[src/hdl/rlrd_pkg.sv]
// ----------------------------------------------------------------------------
// Raster drawer package
// Shared types, codes and constants of the raster line and rectangle drawer.
// ----------------------------------------------------------------------------
package rlrd_pkg;

  localparam int DEF_ROWS    = 20;
  localparam int DEF_COLS    = 36;
  localparam int COORD_W     = 6;
  localparam int CNT_W       = 7;
  localparam int QUEUE_DEPTH = 2;
  localparam int ANGLE_TURN  = 360;
  localparam int MOD_STEPS   = 7;

  localparam logic [2:0] SHADE_WHITE = 3'd4;
  localparam logic [2:0] SHADE_MAX   = 3'd4;

  typedef enum logic [1:0] {
    CMD_LINE  = 2'd0,
    CMD_RECT  = 2'd1,
    CMD_SHADE = 2'd2,
    CMD_READ  = 2'd3
  } cmd_e;

  typedef enum logic [1:0] {
    STATUS_DONE    = 2'd0,
    STATUS_IGNORED = 2'd1,
    STATUS_READ    = 2'd2
  } status_e;

  typedef enum logic [2:0] {
    OP_IGNORE,
    OP_LINE,
    OP_RECT,
    OP_SHADE,
    OP_READ
  } op_kind_e;

  typedef enum logic [1:0] {
    F_IDLE,
    F_MOD,
    F_PUSH
  } front_state_e;

  typedef enum logic [2:0] {
    B_CLEAR,
    B_IDLE,
    B_LINE,
    B_RECT,
    B_READ,
    B_RDATA
  } back_state_e;

  typedef struct packed {
    logic              valid;
    logic signed [1:0] dr;
    logic signed [1:0] dc;
  } dir_t;

  typedef struct packed {
    op_kind_e             kind;
    logic [COORD_W-1:0]   row;
    logic [COORD_W-1:0]   col;
    logic signed [1:0]    dr;
    logic signed [1:0]    dc;
    logic [CNT_W-1:0]     count;
    logic [COORD_W-1:0]   row_hi;
    logic [COORD_W-1:0]   col_hi;
    logic signed [3:0]    step;
  } op_t;

  function automatic dir_t angle_dir(logic [8:0] rem);
    dir_t d;
    d.valid = 1'b1;
    case (rem)
      9'd0: begin
        d.dr = -2'sd1; d.dc = 2'sd0;
      end
      9'd45: begin
        d.dr = -2'sd1; d.dc = 2'sd1;
      end
      9'd90: begin
        d.dr = 2'sd0; d.dc = 2'sd1;
      end
      9'd135: begin
        d.dr = 2'sd1; d.dc = 2'sd1;
      end
      9'd180: begin
        d.dr = 2'sd1; d.dc = 2'sd0;
      end
      9'd225: begin
        d.dr = 2'sd1; d.dc = -2'sd1;
      end
      9'd270: begin
        d.dr = 2'sd0; d.dc = -2'sd1;
      end
      9'd315: begin
        d.dr = -2'sd1; d.dc = -2'sd1;
      end
      default: begin
        d.valid = 1'b0; d.dr = 2'sd0; d.dc = 2'sd0;
      end
    endcase
    return d;
  endfunction

endpackage

[src/hdl/rlrd_ram.sv]
// ----------------------------------------------------------------------------
// Generic RAM
// One write port and one read port with registered read data.
// ----------------------------------------------------------------------------
module rlrd_ram #(
  parameter int WIDTH = 3,
  parameter int DEPTH = 720,
  localparam int AW = (DEPTH > 1) ? $clog2(DEPTH) : 1
) (
  input  logic             clk_i,
  input  logic             we_i,
  input  logic [AW-1:0]    waddr_i,
  input  logic [WIDTH-1:0] wdata_i,
  input  logic [AW-1:0]    raddr_i,
  output logic [WIDTH-1:0] rdata_o
);

  logic [WIDTH-1:0] mem [DEPTH];
  logic [WIDTH-1:0] rdata_q;

  always_ff @(posedge clk_i) begin
    if (we_i) begin
      mem[waddr_i] <= wdata_i;
    end
    rdata_q <= mem[raddr_i];
  end

  assign rdata_o = rdata_q;

endmodule

[src/hdl/rlrd_front.sv]
// ----------------------------------------------------------------------------
// Raster drawer command front end
// Accepts a command, reduces the angle modulo a full turn one step per cycle,
// checks the line geometry against the canvas and queues a decoded operation.
// ----------------------------------------------------------------------------
module rlrd_front #(
  parameter int CANVAS_ROWS = rlrd_pkg::DEF_ROWS,
  parameter int CANVAS_COLS = rlrd_pkg::DEF_COLS
) (
  input  logic               clk_i,
  input  logic               rst_ni,
  input  logic               start_i,
  input  logic               hold_i,
  output logic               busy_o,
  input  logic [1:0]         command_i,
  input  logic signed [7:0]  start_row_i,
  input  logic signed [7:0]  start_col_i,
  input  logic signed [7:0]  length_i,
  input  logic signed [15:0] angle_i,
  input  logic signed [3:0]  shade_step_i,
  input  logic               full_i,
  output logic               push_o,
  output rlrd_pkg::op_t      op_o
);

  import rlrd_pkg::*;

  localparam logic signed [9:0] ROWS_S = 10'(CANVAS_ROWS);
  localparam logic signed [9:0] COLS_S = 10'(CANVAS_COLS);

  front_state_e state_q, state_d;

  logic [1:0]         cmd_q;
  logic signed [7:0]  sr_q, sc_q, len_q;
  logic signed [3:0]  step_q;
  logic               neg_q;
  logic [15:0]        mag_q, mag_d;
  logic [2:0]         k_q, k_d;
  logic               accept;
  logic [15:0]        sub_val;

  logic [8:0]         rem;
  dir_t               dir;
  logic               ang_ok;
  logic [7:0]         len_mag;
  logic [CNT_W-1:0]   cnt;
  logic signed [1:0]  dr_f, dc_f;
  logic signed [9:0]  sr_s, sc_s, cnt_s, er_s, ec_s;
  logic signed [9:0]  rlo, rhi, clo, chi;
  logic               start_ok, end_ok, geom_ok;

  function automatic logic on_canvas(logic signed [9:0] r, logic signed [9:0] c);
    return (r >= 0) && (r < ROWS_S) && (c >= 0) && (c < COLS_S);
  endfunction

  assign busy_o  = (state_q != F_IDLE) || hold_i;
  assign accept  = start_i && !busy_o;
  assign sub_val = 16'(ANGLE_TURN) << k_q;

  always_comb begin
    state_d = state_q;
    case (state_q)
      F_IDLE: begin
        if (accept) begin
          state_d = F_MOD;
        end
      end
      F_MOD: begin
        if (k_q == 3'd0) begin
          state_d = F_PUSH;
        end
      end
      F_PUSH: begin
        if (!full_i) begin
          state_d = F_IDLE;
        end
      end
      default: state_d = F_IDLE;
    endcase
  end

  always_comb begin
    mag_d = mag_q;
    k_d   = k_q;
    case (state_q)
      F_IDLE: begin
        mag_d = angle_i[15] ? 16'(-angle_i) : 16'(angle_i);
        k_d   = 3'(MOD_STEPS - 1);
      end
      F_MOD: begin
        if (mag_q >= sub_val) begin
          mag_d = mag_q - sub_val;
        end
        k_d = k_q - 3'd1;
      end
      default: begin
        mag_d = mag_q;
      end
    endcase
  end

  always_ff @(posedge clk_i or negedge rst_ni) begin
    if (!rst_ni) begin
      state_q <= F_IDLE;
    end else begin
      state_q <= state_d;
    end
  end

  always_ff @(posedge clk_i) begin
    mag_q <= mag_d;
    k_q   <= k_d;
    if (accept) begin
      cmd_q  <= command_i;
      sr_q   <= start_row_i;
      sc_q   <= start_col_i;
      len_q  <= length_i;
      step_q <= shade_step_i;
      neg_q  <= angle_i[15];
    end
  end

  always_comb begin
    rem     = mag_q[8:0];
    dir     = angle_dir(rem);
    ang_ok  = dir.valid && (!neg_q || (rem == 9'd0));
    len_mag = len_q[7] ? 8'(-len_q) : 8'(len_q);
    cnt     = CNT_W'(len_mag - 8'd1);
    dr_f    = len_q[7] ? -dir.dr : dir.dr;
    dc_f    = len_q[7] ? -dir.dc : dir.dc;
    sr_s    = 10'(sr_q);
    sc_s    = 10'(sc_q);
    cnt_s   = {3'b000, cnt};
    er_s    = (dr_f > 0) ? sr_s + cnt_s : (dr_f < 0) ? sr_s - cnt_s : sr_s;
    ec_s    = (dc_f > 0) ? sc_s + cnt_s : (dc_f < 0) ? sc_s - cnt_s : sc_s;
    rlo     = (sr_s < er_s) ? sr_s : er_s;
    rhi     = (sr_s < er_s) ? er_s : sr_s;
    clo     = (sc_s < ec_s) ? sc_s : ec_s;
    chi     = (sc_s < ec_s) ? ec_s : sc_s;
    start_ok = on_canvas(sr_s, sc_s);
    end_ok   = on_canvas(er_s, ec_s);
    geom_ok  = (len_q != 8'sd0) && ang_ok && start_ok && end_ok;

    op_o.row    = sr_s[COORD_W-1:0];
    op_o.col    = sc_s[COORD_W-1:0];
    op_o.dr     = dr_f;
    op_o.dc     = dc_f;
    op_o.count  = cnt;
    op_o.row_hi = rhi[COORD_W-1:0];
    op_o.col_hi = chi[COORD_W-1:0];
    op_o.step   = step_q;
    op_o.kind   = OP_IGNORE;
    case (cmd_e'(cmd_q))
      CMD_LINE: begin
        op_o.kind = geom_ok ? OP_LINE : OP_IGNORE;
      end
      CMD_RECT: begin
        op_o.kind = geom_ok ? OP_RECT : OP_IGNORE;
        op_o.row  = rlo[COORD_W-1:0];
        op_o.col  = clo[COORD_W-1:0];
      end
      CMD_SHADE: begin
        op_o.kind = OP_SHADE;
      end
      CMD_READ: begin
        op_o.kind = start_ok ? OP_READ : OP_IGNORE;
      end
      default: begin
        op_o.kind = OP_IGNORE;
      end
    endcase
  end

  assign push_o = (state_q == F_PUSH) && !full_i;

endmodule

[src/hdl/rlrd_fifo.sv]
// ----------------------------------------------------------------------------
// Raster drawer operation queue
// Short first-in first-out queue of decoded operations between front and back.
// ----------------------------------------------------------------------------
module rlrd_fifo (
  input  logic          clk_i,
  input  logic          rst_ni,
  input  logic          push_i,
  input  rlrd_pkg::op_t data_i,
  output logic          full_o,
  input  logic          pop_i,
  output rlrd_pkg::op_t data_o,
  output logic          empty_o
);

  import rlrd_pkg::*;

  localparam int PTR_W = (QUEUE_DEPTH > 1) ? $clog2(QUEUE_DEPTH) : 1;
  localparam int CNT_QW = $clog2(QUEUE_DEPTH + 1);

  op_t               slots_q [QUEUE_DEPTH];
  logic [PTR_W-1:0]  wr_q, wr_d, rd_q, rd_d;
  logic [CNT_QW-1:0] fill_q, fill_d;

  assign full_o  = (fill_q == CNT_QW'(QUEUE_DEPTH));
  assign empty_o = (fill_q == '0);
  assign data_o  = slots_q[rd_q];

  always_comb begin
    wr_d   = wr_q;
    rd_d   = rd_q;
    fill_d = fill_q;
    if (push_i) begin
      wr_d = (wr_q == PTR_W'(QUEUE_DEPTH - 1)) ? '0 : wr_q + PTR_W'(1);
    end
    if (pop_i) begin
      rd_d = (rd_q == PTR_W'(QUEUE_DEPTH - 1)) ? '0 : rd_q + PTR_W'(1);
    end
    if (push_i && !pop_i) begin
      fill_d = fill_q + CNT_QW'(1);
    end else if (pop_i && !push_i) begin
      fill_d = fill_q - CNT_QW'(1);
    end
  end

  always_ff @(posedge clk_i or negedge rst_ni) begin
    if (!rst_ni) begin
      wr_q   <= '0;
      rd_q   <= '0;
      fill_q <= '0;
    end else begin
      wr_q   <= wr_d;
      rd_q   <= rd_d;
      fill_q <= fill_d;
    end
  end

  always_ff @(posedge clk_i) begin
    if (push_i) begin
      slots_q[wr_q] <= data_i;
    end
  end

  a_no_overflow: assert property (@(posedge clk_i) disable iff (!rst_ni)
    full_o |-> !push_i) else $error("Operation pushed into a full queue.");

  a_no_underflow: assert property (@(posedge clk_i) disable iff (!rst_ni)
    empty_o |-> !pop_i) else $error("Operation popped from an empty queue.");

  a_fill_bound: assert property (@(posedge clk_i) disable iff (!rst_ni)
    fill_q <= CNT_QW'(QUEUE_DEPTH)) else $error("Queue fill count out of range.");

endmodule

[src/hdl/rlrd_back.sv]
// ----------------------------------------------------------------------------
// Raster drawer back end
// Clears the canvas after reset, then executes queued operations one pixel
// per cycle and issues one result word for each.
// ----------------------------------------------------------------------------
module rlrd_back #(
  parameter int CANVAS_ROWS = rlrd_pkg::DEF_ROWS,
  parameter int CANVAS_COLS = rlrd_pkg::DEF_COLS
) (
  input  logic          clk_i,
  input  logic          rst_ni,
  input  logic          empty_i,
  input  rlrd_pkg::op_t op_i,
  output logic          pop_o,
  output logic          clearing_o,
  output logic          done_o,
  output logic [1:0]    status_o,
  output logic [2:0]    pixel_shade_o
);

  import rlrd_pkg::*;

  localparam int DEPTH = CANVAS_ROWS * CANVAS_COLS;
  localparam int AW    = (DEPTH > 1) ? $clog2(DEPTH) : 1;

  back_state_e state_q, state_d;

  logic [AW-1:0]      clr_q, clr_d;
  logic [COORD_W-1:0] row_q, row_d, col_q, col_d;
  logic [COORD_W-1:0] clo_q, clo_d, rhi_q, rhi_d, chi_q, chi_d;
  logic signed [1:0]  dr_q, dr_d, dc_q, dc_d;
  logic [CNT_W-1:0]   cnt_q, cnt_d;
  logic [2:0]         shade_q, shade_d;
  logic               done_q, done_d;
  logic [1:0]         status_q, status_d;
  logic [2:0]         pix_q, pix_d;

  logic               we;
  logic [AW-1:0]      waddr, pix_addr;
  logic [2:0]         wdata, rdata;
  logic signed [4:0]  new_shade;
  logic               clr_last, rect_last;

  assign pix_addr  = AW'(int'(row_q) * CANVAS_COLS + int'(col_q));
  assign clr_last  = (clr_q == AW'(DEPTH - 1));
  assign rect_last = (col_q == chi_q) && (row_q == rhi_q);
  assign new_shade = $signed({2'b00, shade_q}) + 5'(op_i.step);

  assign pop_o      = (state_q == B_IDLE) && !empty_i;
  assign clearing_o = (state_q == B_CLEAR);

  always_comb begin
    state_d = state_q;
    case (state_q)
      B_CLEAR: begin
        if (clr_last) begin
          state_d = B_IDLE;
        end
      end
      B_IDLE: begin
        if (!empty_i) begin
          case (op_i.kind)
            OP_LINE: state_d = B_LINE;
            OP_RECT: state_d = B_RECT;
            OP_READ: state_d = B_READ;
            default: state_d = B_IDLE;
          endcase
        end
      end
      B_LINE: begin
        if (cnt_q == '0) begin
          state_d = B_IDLE;
        end
      end
      B_RECT: begin
        if (rect_last) begin
          state_d = B_IDLE;
        end
      end
      B_READ:  state_d = B_RDATA;
      B_RDATA: state_d = B_IDLE;
      default: state_d = B_IDLE;
    endcase
  end

  always_comb begin
    clr_d    = clr_q;
    row_d    = row_q;
    col_d    = col_q;
    clo_d    = clo_q;
    rhi_d    = rhi_q;
    chi_d    = chi_q;
    dr_d     = dr_q;
    dc_d     = dc_q;
    cnt_d    = cnt_q;
    shade_d  = shade_q;
    done_d   = 1'b0;
    status_d = status_q;
    pix_d    = pix_q;
    we       = 1'b0;
    waddr    = pix_addr;
    wdata    = shade_q;
    case (state_q)
      B_CLEAR: begin
        we    = 1'b1;
        waddr = clr_q;
        wdata = SHADE_WHITE;
        clr_d = clr_q + AW'(1);
      end
      B_IDLE: begin
        if (!empty_i) begin
          row_d = op_i.row;
          col_d = op_i.col;
          clo_d = op_i.col;
          rhi_d = op_i.row_hi;
          chi_d = op_i.col_hi;
          dr_d  = op_i.dr;
          dc_d  = op_i.dc;
          cnt_d = op_i.count;
          case (op_i.kind)
            OP_SHADE: begin
              done_d = 1'b1;
              pix_d  = '0;
              if (new_shade >= 0 && new_shade <= $signed({2'b00, SHADE_MAX})) begin
                shade_d  = new_shade[2:0];
                status_d = STATUS_DONE;
              end else begin
                status_d = STATUS_IGNORED;
              end
            end
            OP_IGNORE: begin
              done_d   = 1'b1;
              pix_d    = '0;
              status_d = STATUS_IGNORED;
            end
            default: begin
              done_d = 1'b0;
            end
          endcase
        end
      end
      B_LINE: begin
        we    = 1'b1;
        row_d = row_q + COORD_W'(dr_q);
        col_d = col_q + COORD_W'(dc_q);
        cnt_d = cnt_q - CNT_W'(1);
        if (cnt_q == '0) begin
          done_d   = 1'b1;
          status_d = STATUS_DONE;
          pix_d    = '0;
        end
      end
      B_RECT: begin
        we = 1'b1;
        if (col_q == chi_q) begin
          col_d = clo_q;
          row_d = row_q + COORD_W'(1);
        end else begin
          col_d = col_q + COORD_W'(1);
        end
        if (rect_last) begin
          done_d   = 1'b1;
          status_d = STATUS_DONE;
          pix_d    = '0;
        end
      end
      B_RDATA: begin
        done_d   = 1'b1;
        status_d = STATUS_READ;
        pix_d    = rdata;
      end
      default: begin
        we = 1'b0;
      end
    endcase
  end

  always_ff @(posedge clk_i or negedge rst_ni) begin
    if (!rst_ni) begin
      state_q  <= B_CLEAR;
      clr_q    <= '0;
      shade_q  <= '0;
      done_q   <= 1'b0;
      status_q <= STATUS_DONE;
      pix_q    <= '0;
    end else begin
      state_q  <= state_d;
      clr_q    <= clr_d;
      shade_q  <= shade_d;
      done_q   <= done_d;
      status_q <= status_d;
      pix_q    <= pix_d;
    end
  end

  always_ff @(posedge clk_i) begin
    row_q <= row_d;
    col_q <= col_d;
    clo_q <= clo_d;
    rhi_q <= rhi_d;
    chi_q <= chi_d;
    dr_q  <= dr_d;
    dc_q  <= dc_d;
    cnt_q <= cnt_d;
  end

  rlrd_ram #(
    .WIDTH(3),
    .DEPTH(DEPTH)
  ) u_canvas (
    .clk_i  (clk_i),
    .we_i   (we),
    .waddr_i(waddr),
    .wdata_i(wdata),
    .raddr_i(pix_addr),
    .rdata_o(rdata)
  );

  assign done_o        = done_q;
  assign status_o      = status_q;
  assign pixel_shade_o = pix_q;

  a_shade_range: assert property (@(posedge clk_i) disable iff (!rst_ni)
    shade_q <= SHADE_MAX) else $error("Current shade left its range.");

  a_pixel_only_on_read: assert property (@(posedge clk_i) disable iff (!rst_ni)
    (done_q && status_q != STATUS_READ) |-> pix_q == '0)
    else $error("Pixel shade reported without a read.");

  a_no_pop_while_clearing: assert property (@(posedge clk_i) disable iff (!rst_ni)
    (state_q == B_CLEAR) |-> !pop_o) else $error("Operation taken during clear.");

  a_read_result: assert property (@(posedge clk_i) disable iff (!rst_ni)
    (state_q == B_READ) |=> done_d && status_d == STATUS_READ)
    else $error("Read did not produce its result.");

endmodule

[src/hdl/raster_line_rect_drawer_unit.sv]
// ----------------------------------------------------------------------------
// Raster line and rectangle drawer
// Canvas of shade values with line, rectangle fill, shade and read commands.
// ----------------------------------------------------------------------------
// After reset the canvas is cleared to white with busy_o high. A command is
// taken when start_i is high and busy_o is low; the front end then runs
// seven angle reduction steps and a decode and queue step, which waits
// while the queue is full, before it can take the next one. The back end
// writes one pixel per cycle through the single canvas write port: a line
// writes its pixels in order, a rectangle fill every pixel of the box (up
// to CANVAS_ROWS*CANVAS_COLS), a read passes through a request and a data
// state, and a shade change or ignored command is answered from idle.
// Every command gives exactly one result word, shown for one cycle with
// done_o high; the receiver cannot stall it.
module raster_line_rect_drawer_unit #(
  parameter int CANVAS_ROWS = rlrd_pkg::DEF_ROWS,
  parameter int CANVAS_COLS = rlrd_pkg::DEF_COLS
) (
  input  logic               clk_i,
  input  logic               rst_ni,
  input  logic               start_i,
  output logic               busy_o,
  input  logic [1:0]         command_i,
  input  logic signed [7:0]  start_row_i,
  input  logic signed [7:0]  start_col_i,
  input  logic signed [7:0]  length_i,
  input  logic signed [15:0] angle_i,
  input  logic signed [3:0]  shade_step_i,
  output logic               done_o,
  output logic [1:0]         status_o,
  output logic [2:0]         pixel_shade_o
);

  import rlrd_pkg::*;

  op_t  push_op, head_op;
  logic push, pop, full, empty, clearing;

  rlrd_front #(
    .CANVAS_ROWS(CANVAS_ROWS),
    .CANVAS_COLS(CANVAS_COLS)
  ) u_front (
    .clk_i       (clk_i),
    .rst_ni      (rst_ni),
    .start_i     (start_i),
    .hold_i      (clearing),
    .busy_o      (busy_o),
    .command_i   (command_i),
    .start_row_i (start_row_i),
    .start_col_i (start_col_i),
    .length_i    (length_i),
    .angle_i     (angle_i),
    .shade_step_i(shade_step_i),
    .full_i      (full),
    .push_o      (push),
    .op_o        (push_op)
  );

  rlrd_fifo u_fifo (
    .clk_i  (clk_i),
    .rst_ni (rst_ni),
    .push_i (push),
    .data_i (push_op),
    .full_o (full),
    .pop_i  (pop),
    .data_o (head_op),
    .empty_o(empty)
  );

  rlrd_back #(
    .CANVAS_ROWS(CANVAS_ROWS),
    .CANVAS_COLS(CANVAS_COLS)
  ) u_back (
    .clk_i        (clk_i),
    .rst_ni       (rst_ni),
    .empty_i      (empty),
    .op_i         (head_op),
    .pop_o        (pop),
    .clearing_o   (clearing),
    .done_o       (done_o),
    .status_o     (status_o),
    .pixel_shade_o(pixel_shade_o)
  );

endmodule

[config.mk]
export PLATFORM = sky130hd
export DESIGN_NAME = raster_line_rect_drawer_unit
export DESIGN_NICKNAME = d
export VERILOG_FILES = /design/src/hdl/rlrd_pkg.sv /design/src/hdl/rlrd_ram.sv /design/src/hdl/rlrd_front.sv /design/src/hdl/rlrd_fifo.sv /design/src/hdl/rlrd_back.sv /design/src/hdl/raster_line_rect_drawer_unit.sv
export SDC_FILE = /design/constraint.sdc
export NUM_CORES = 2
export LEC_CHECK = 0
export BUFFER_PORTS_ARGS = -buffer_cell sky130_fd_sc_hd__buf_2
export CORE_ASPECT_RATIO = 1.2
export CORE_MARGIN = 2
export CORE_UTILIZATION = 59
export CTS_BUF_LIST = sky130_fd_sc_hd__clkbuf_8
export DETAILED_ROUTE_END_ITERATION = 10
export PLACE_DENSITY = 0.78
export SYNTH_ARGS = -nofsm -noshare
export SYNTH_HDL_FRONTEND = slang
export SYNTH_SLANG_ARGS = --single-unit
[constraint.sdc]
create_clock -name clk_i -period 20 [get_ports clk_i]
set_clock_uncertainty 0.2 [all_clocks]
set_input_delay 4 -clock clk_i [delete_from_list [all_inputs] [get_ports clk_i]]
set_output_delay 4 -clock clk_i [all_outputs]
set_load 0.02 [all_outputs]
* Word-level counts from Yosys, hierarchy flattened *
Memory sizes are Yosys's and may differ from the RTL's. A register that Yosys moved wholly into a read port is not among the register bits.
Index checks and enable logic that the tools add are counted.

storage, ports and cells
  register bits = 119
  memory bits (writable) = 2244
  logic and storage cells = 227
  memories kept = 2

memory list
  name                 depth  width  read ports  clocked after Yosys merged registers in  write ports  RTL line         RTL
  u_back.u_canvas.mem  720    3      1           1                                        1            rlrd_ram.sv:18   logic [WIDTH-1:0] mem [DEPTH];
  u_fifo.slots_q       2      42     1           0                                        1            rlrd_fifo.sv:21  op_t slots_q [QUEUE_DEPTH];

operators by class
  $add $sub $neg = 23
  multiply operators = 1
  order comparisons = 17
  equal/unequal tests = 36
  shift-type cells = 1
  multiplexer cells = 67
  bitwise gates (word level) = 1
  reduce and logical (&&, ||, !) cells = 53

operators by type and width
  cell                    count
  $mux W10                5
  $mux W6                 8
  $pmux W6 S3             2
  $mux W16                2
  $pmux W16 S2            1
  $pmux W4 S8             1
  $mux W3                 10
  $eq A9 B8 Y1 const B    3
  $pmux W3 S4             2
  $mux W2                 11
  $ge A10 B1 Y1 const B   2
  $lt A8 B10 Y1           2
  $add A8 B8 Y9           2
  $eq A9 B9 Y1 const B    2
  $sub A8 B8 Y9           2
  $logic_and A1 B1 Y1     17
  $ge A16 B16 Y1          1
  $ge A8 B1 Y1 const B    2
  $neg A16 Y16            1
  $shl A9 B3 Y16 const A  1
  $sub A16 B16 Y16        1
  $pmux W3 S5             1
  $mux W1                 14
  $mux W7                 2
  other kinds (59)        104

* Logic depth before layout (Yosys ltp) *
  depth after elaboration = 14
  gate-level depth with buffers = 25

* Hierarchy *
From an unflattened synthesis, not the netlist that was laid out.

second synthesis, totals
  cell total of the unflattened synthesis = 5750
  area total of the unflattened synthesis = 99405.3 um2

modules (own cells, without submodules)
  module      times used  cells an instance  area each (um2)
  rlrd_ram    1           4584               86422.9
  rlrd_front  1           654                5617.9
  rlrd_back   1           365                3945.0
  rlrd_fifo   1           147                3419.5

* Least setup slack after synthesis *
OpenSTA, ideal clock, no wires.

  path kind = register -> register
  start point = reg u_back.state_q[1]
  end point = mem u_back.u_canvas.mem[0][1], data pin
  setup time = 3552 ps
  arrival time = 17540 ps
  data required time = 16248 ps
  slack = -1292 ps
  cell stages (with the launch flop) = 5
  path through = dfrtp_1 clkbuf_1 nor3_1 clkbuf_1 nor2_1

on the way
  cells in the longest elaborated chain, start to end = 2

RTL lines
  element                               RTL line          RTL
  from (decl)                           rlrd_back.sv:26   back_state_e state_q, state_d;
  from (signal assigned)                rlrd_back.sv:187  state_q <= state_d;
  $logic_not A3 Y1                      rlrd_back.sv:103  case (state_q)
  $mux W3                               rlrd_back.sv:103
  named net u_back.u_canvas.wdata_i[1]  rlrd_ram.sv:13    input logic [WIDTH-1:0] wdata_i,
  to (decl)                             rlrd_ram.sv:18

The timed path passes the listed nets, and every way through them passes these cells.

* Worst setup path after layout *
  start point = reg u_back.state_q[2]
  end point = out busy_o

on the way
  cells in the longest elaborated chain, start to end = 2

RTL lines
  element             RTL line                            RTL
  $logic_not A3 Y1    rlrd_back.sv:50                     assign clearing_o = (state_q == B_CLEAR);
  $logic_or A1 B1 Y1  rlrd_front.sv:56                    assign busy_o = (state_q != F_IDLE) || hold_i;
  to (decl)           raster_line_rect_drawer_unit.sv:22  output logic busy_o,

Every way passes these cells.

==> out/metrics.cfg <==
[floorplan]
num_rows=164
fp.dieH_um=452
dieArea_um2=170000
core-area_um2=166000
die_x_um=377
ioPinCount=56
initial_utilization=0.593

[worst_setup_path]
cp-start-kind=flop
critical-path-top-delay-family=simple AND/OR/NAND/NOR gates
cpMaxStageDelayCell=or3_1
cp_data_required_time_ns=15.80
critPathArrivalTime_ns=2.43
r2r_cells=13
critical_path_class=reg2out
crit_cells=3
cpPeakStageDelay_ns=0.58
cp_max_fo=13
setup.worst_path.end_class=output port
crit_chain=or3_1 -> nand2_1 -> buf_2
cp_num_buf_inv=1

[sta]
fin_ws_ns=13.37
setup_viol=0
hold_viol=0
slew_viol_final=0
fin_setup_tns_ns=0
period_needed_ns=6.63
finalCritPeriodShare=0.332
worst_slew_pin_slew_ns=1.32
max_freq_mhz=151
slew_headroom=0.115
grt_setup_unrepaired=no

[logic_synthesis]
ys_seq_area_frac=0.720
netlist_instances=5498
syn_area_um2=98500
yosysUniqueCellTypes=97
avgSynthCellArea_um2=17.9
synthArstFlopShare=0.0118
synth_seq_cells=2366
syn-num-nets=5650
ys.flop_type=edfxtp_1
synth_edf_count=2335
yosysWarnings=0

[placement]
place_congestion=0.879
place_area_um2=101000
pre_cts_slack_ns=13.25
place_hpwl_um=137000
placedCellCount=7465
io_buffers=55

[global_routing]
grt_overflow=0
grt_pass1_wl_um=345000
antenna_found_initial=8
grt_max_degree=229
grt_pass1_vias=54600
grt_use_total=0.278

[clock_tree]
insertion_delay_ns=1.03
numCtsBuffers=362
htree_levels=5
cts_tree=built
clk_pin_slew_ns=0.06
clock-sinks=2366
cts_max_path_buffers=4
cts_hold_buffers=0
cts_resized=0
cts_root_buffer=clkbuf_8
cts_setup_buffers=0

[power]
leakage_uw=0.0323
sw_frac_of_total=0.199
p_per_area_nw_per_um2=84.9
power_frac_comb=0.004
ir_drop_mv=0.0828
pwr-share-seq=0.588
p_switching_uw=1820
p_int_uw=7310
p_total_uw=9140
p_clk_frac=0.408

[finish]
drive_gt1_frac=0.225
instances_no_fill=8086
post-route-cell-area_um2=108000
synthToLayoutAreaGrowth_pct=9.26
fin_nets=5823
fillCellCount=10900

[hold_path]
holdPathStages=0
hp-class=reg2reg

[drt]
vias_per_cell=6.55
drc=0
drt_iter0_markers=6295
vias=53000
drt-wirelength-per-cell_um=29.0
ant_nets=0
wirelength_um=234000
firstDrtPassIters=6

[flow_run]
drv_cap=0

[run_status]
status=completed

## worst reg2reg max path: stages (launching register included)
cell,delay (ns)
edfxtp_1,0.53
ha_4,0.23
fa_4,0.49
xor2_4,0.17
buf_4,0.70
buf_4,0.66
buf_4,0.79
buf_4,0.84
mux4_2,0.65
o21ai_0,0.39
a22o_1,0.21
a221oi_1,0.06
o22ai_1,0.38
nor4_1,0.11
## final timing paths
kind / end / slack (ns) / from
max: busy_o / 13.37 / u_back.state_q[2]
min: u_fifo.slots_q[1][0] / 0.26 / u_front.step_q[0]
max reg2reg: u_back.u_canvas.rdata_o[1] / 13.51 / u_back.col_q[2]
min reg2reg: u_fifo.slots_q[1][0] / 0.26 / u_front.step_q[0]
max in group asynchronous: u_fifo.rd_q / 16.29 / rst_ni
min in group asynchronous: u_front.state_q[1] / 2.80 / rst_ni
## per-stage QoR
step	hold WS (ns)	util
2_1_floorplan	0.221	-
3_3_place_gp	0.242	0.608
3_5_place_dp	0.243	0.608
4_1_cts	0.258	0.647
5_1_grt	0.265	0.647
6_report	0.256	0.647
## layout make-up
class / count / area (um^2) / area share
Tap cell: 2158 / 2700 / 0.0251
Clock buffer: 370 / 5090 / 0.0473
Inverter: 78 / 294 / 0.00273
Sequential cell: 2366 / 70900 / 0.659
Antenna cell: 2 / 5.00 / 0.0000465
Timing Repair Buffer: 173 / 1240 / 0.0115
Clock inverter: 249 / 1460 / 0.0135
Multi-Input combinational cell: 2690 / 25900 / 0.241
## per-layer routing
metal	GRT usage	vias up	share of wire	routed length (um)
met3	0.0562	646	0.094	22100
met5	0	-	0.00030	71
li1	-	22200	-	-
met1	0.349	27100	0.35	81800
met4	0.142	10	0.054	12700
met2	0.462	3069	0.50	118000
## cell families (layout without fill, tap and decap cells)
logic type / Yosys count / in the layout / share of synthesized area
buffers and inverters: 442 / 870 / 0.0194
multiplexers: 721 / 721 / 0.152
other: 0 / 2 / 0
AO/OA/AOI/OAI: 410 / 410 / 0.0284
adder cells (fa/ha/maj): 103 / 103 / 0.0138
flip-flops: 2366 / 2366 / 0.720
XOR/XNOR: 93 / 93 / 0.00827
AND/OR/NAND/NOR: 1363 / 1363 / 0.0583
## cell usage after synthesis (35+ instances only)
| library cell | n | area [um^2] |
|---|---|---|
| nor2_1 | 821 | 3080 |
| edfxtp_1 | 2335 | 70100 |
| mux4_2 | 615 | 13900 |
| o21ai_0 | 93 | 465 |
| nand2_1 | 306 | 1150 |
| a21oi_1 | 81 | 405 |
| xnor2_1 | 57 | 499 |
| mux2_2 | 35 | 394 |
| inv_1 | 76 | 285 |
| ha_1 | 94 | 1180 |
| nand3_1 | 48 | 240 |
| buf_1 | 39 | 146 |
| mux2i_1 | 69 | 691 |
| a32oi_1 | 42 | 368 |
| xor2_1 | 36 | 315 |
| buf_2 | 54 | 270 |
| clkbuf_1 | 229 | 860 |
## cell usage in the layout (no fill, tap or decap), types with 8 or more instances in the layout
cell type / n
a211oi_1: 16
a21o_1: 16
a21oi_1: 79
a221oi_1: 9
a22o_1: 8
a22oi_1: 11
a31oi_1: 24
a32oi_1: 42
and2_1: 8
and3_1: 13
buf_2: 55
buf_4: 112
bufinv_16: 17
clkbuf_8: 370
clkinv_1: 93
clkinv_2: 27
dfrtp_1: 27
edfxtp_1: 2335
fa_1: 8
ha_1: 93
inv_1: 180
mux2_2: 35
mux2i_1: 69
mux4_2: 615
nand2_1: 273
nand2_2: 32
nand2b_1: 16
nand3_1: 48
nand4_1: 23
nor2_1: 820
nor2b_1: 18
nor3_1: 33
nor4_1: 10
o21ai_0: 93
o22ai_1: 11
o31ai_1: 12
or3_1: 13
xnor2_1: 54
xor2_1: 33
## registers in the layout, summed over array words and instances, names as in the netlist, 7 cells and up
name	count
u_back.clr_q	10
u_back.cnt_q	7
u_back.u_canvas.mem	2160
u_fifo.slots_q	84
u_front.len_q	8
u_front.mag_q	16
u_front.sc_q	8
u_front.sr_q	8
## power by group through the flow
stage          Sequential, uW  Combinational (uW)  Clock, uW
2_1_floorplan            5480                25.6          0
3_5_place_dp             5480                36.4          0
4_1_cts                  5370                36.9       3780
6_report                 5370                36.7       3730
5_1_grt                  5370                41.5       3970
3_3_place_gp             5480                35.2          0
Power figures use the tool's default switching activity.
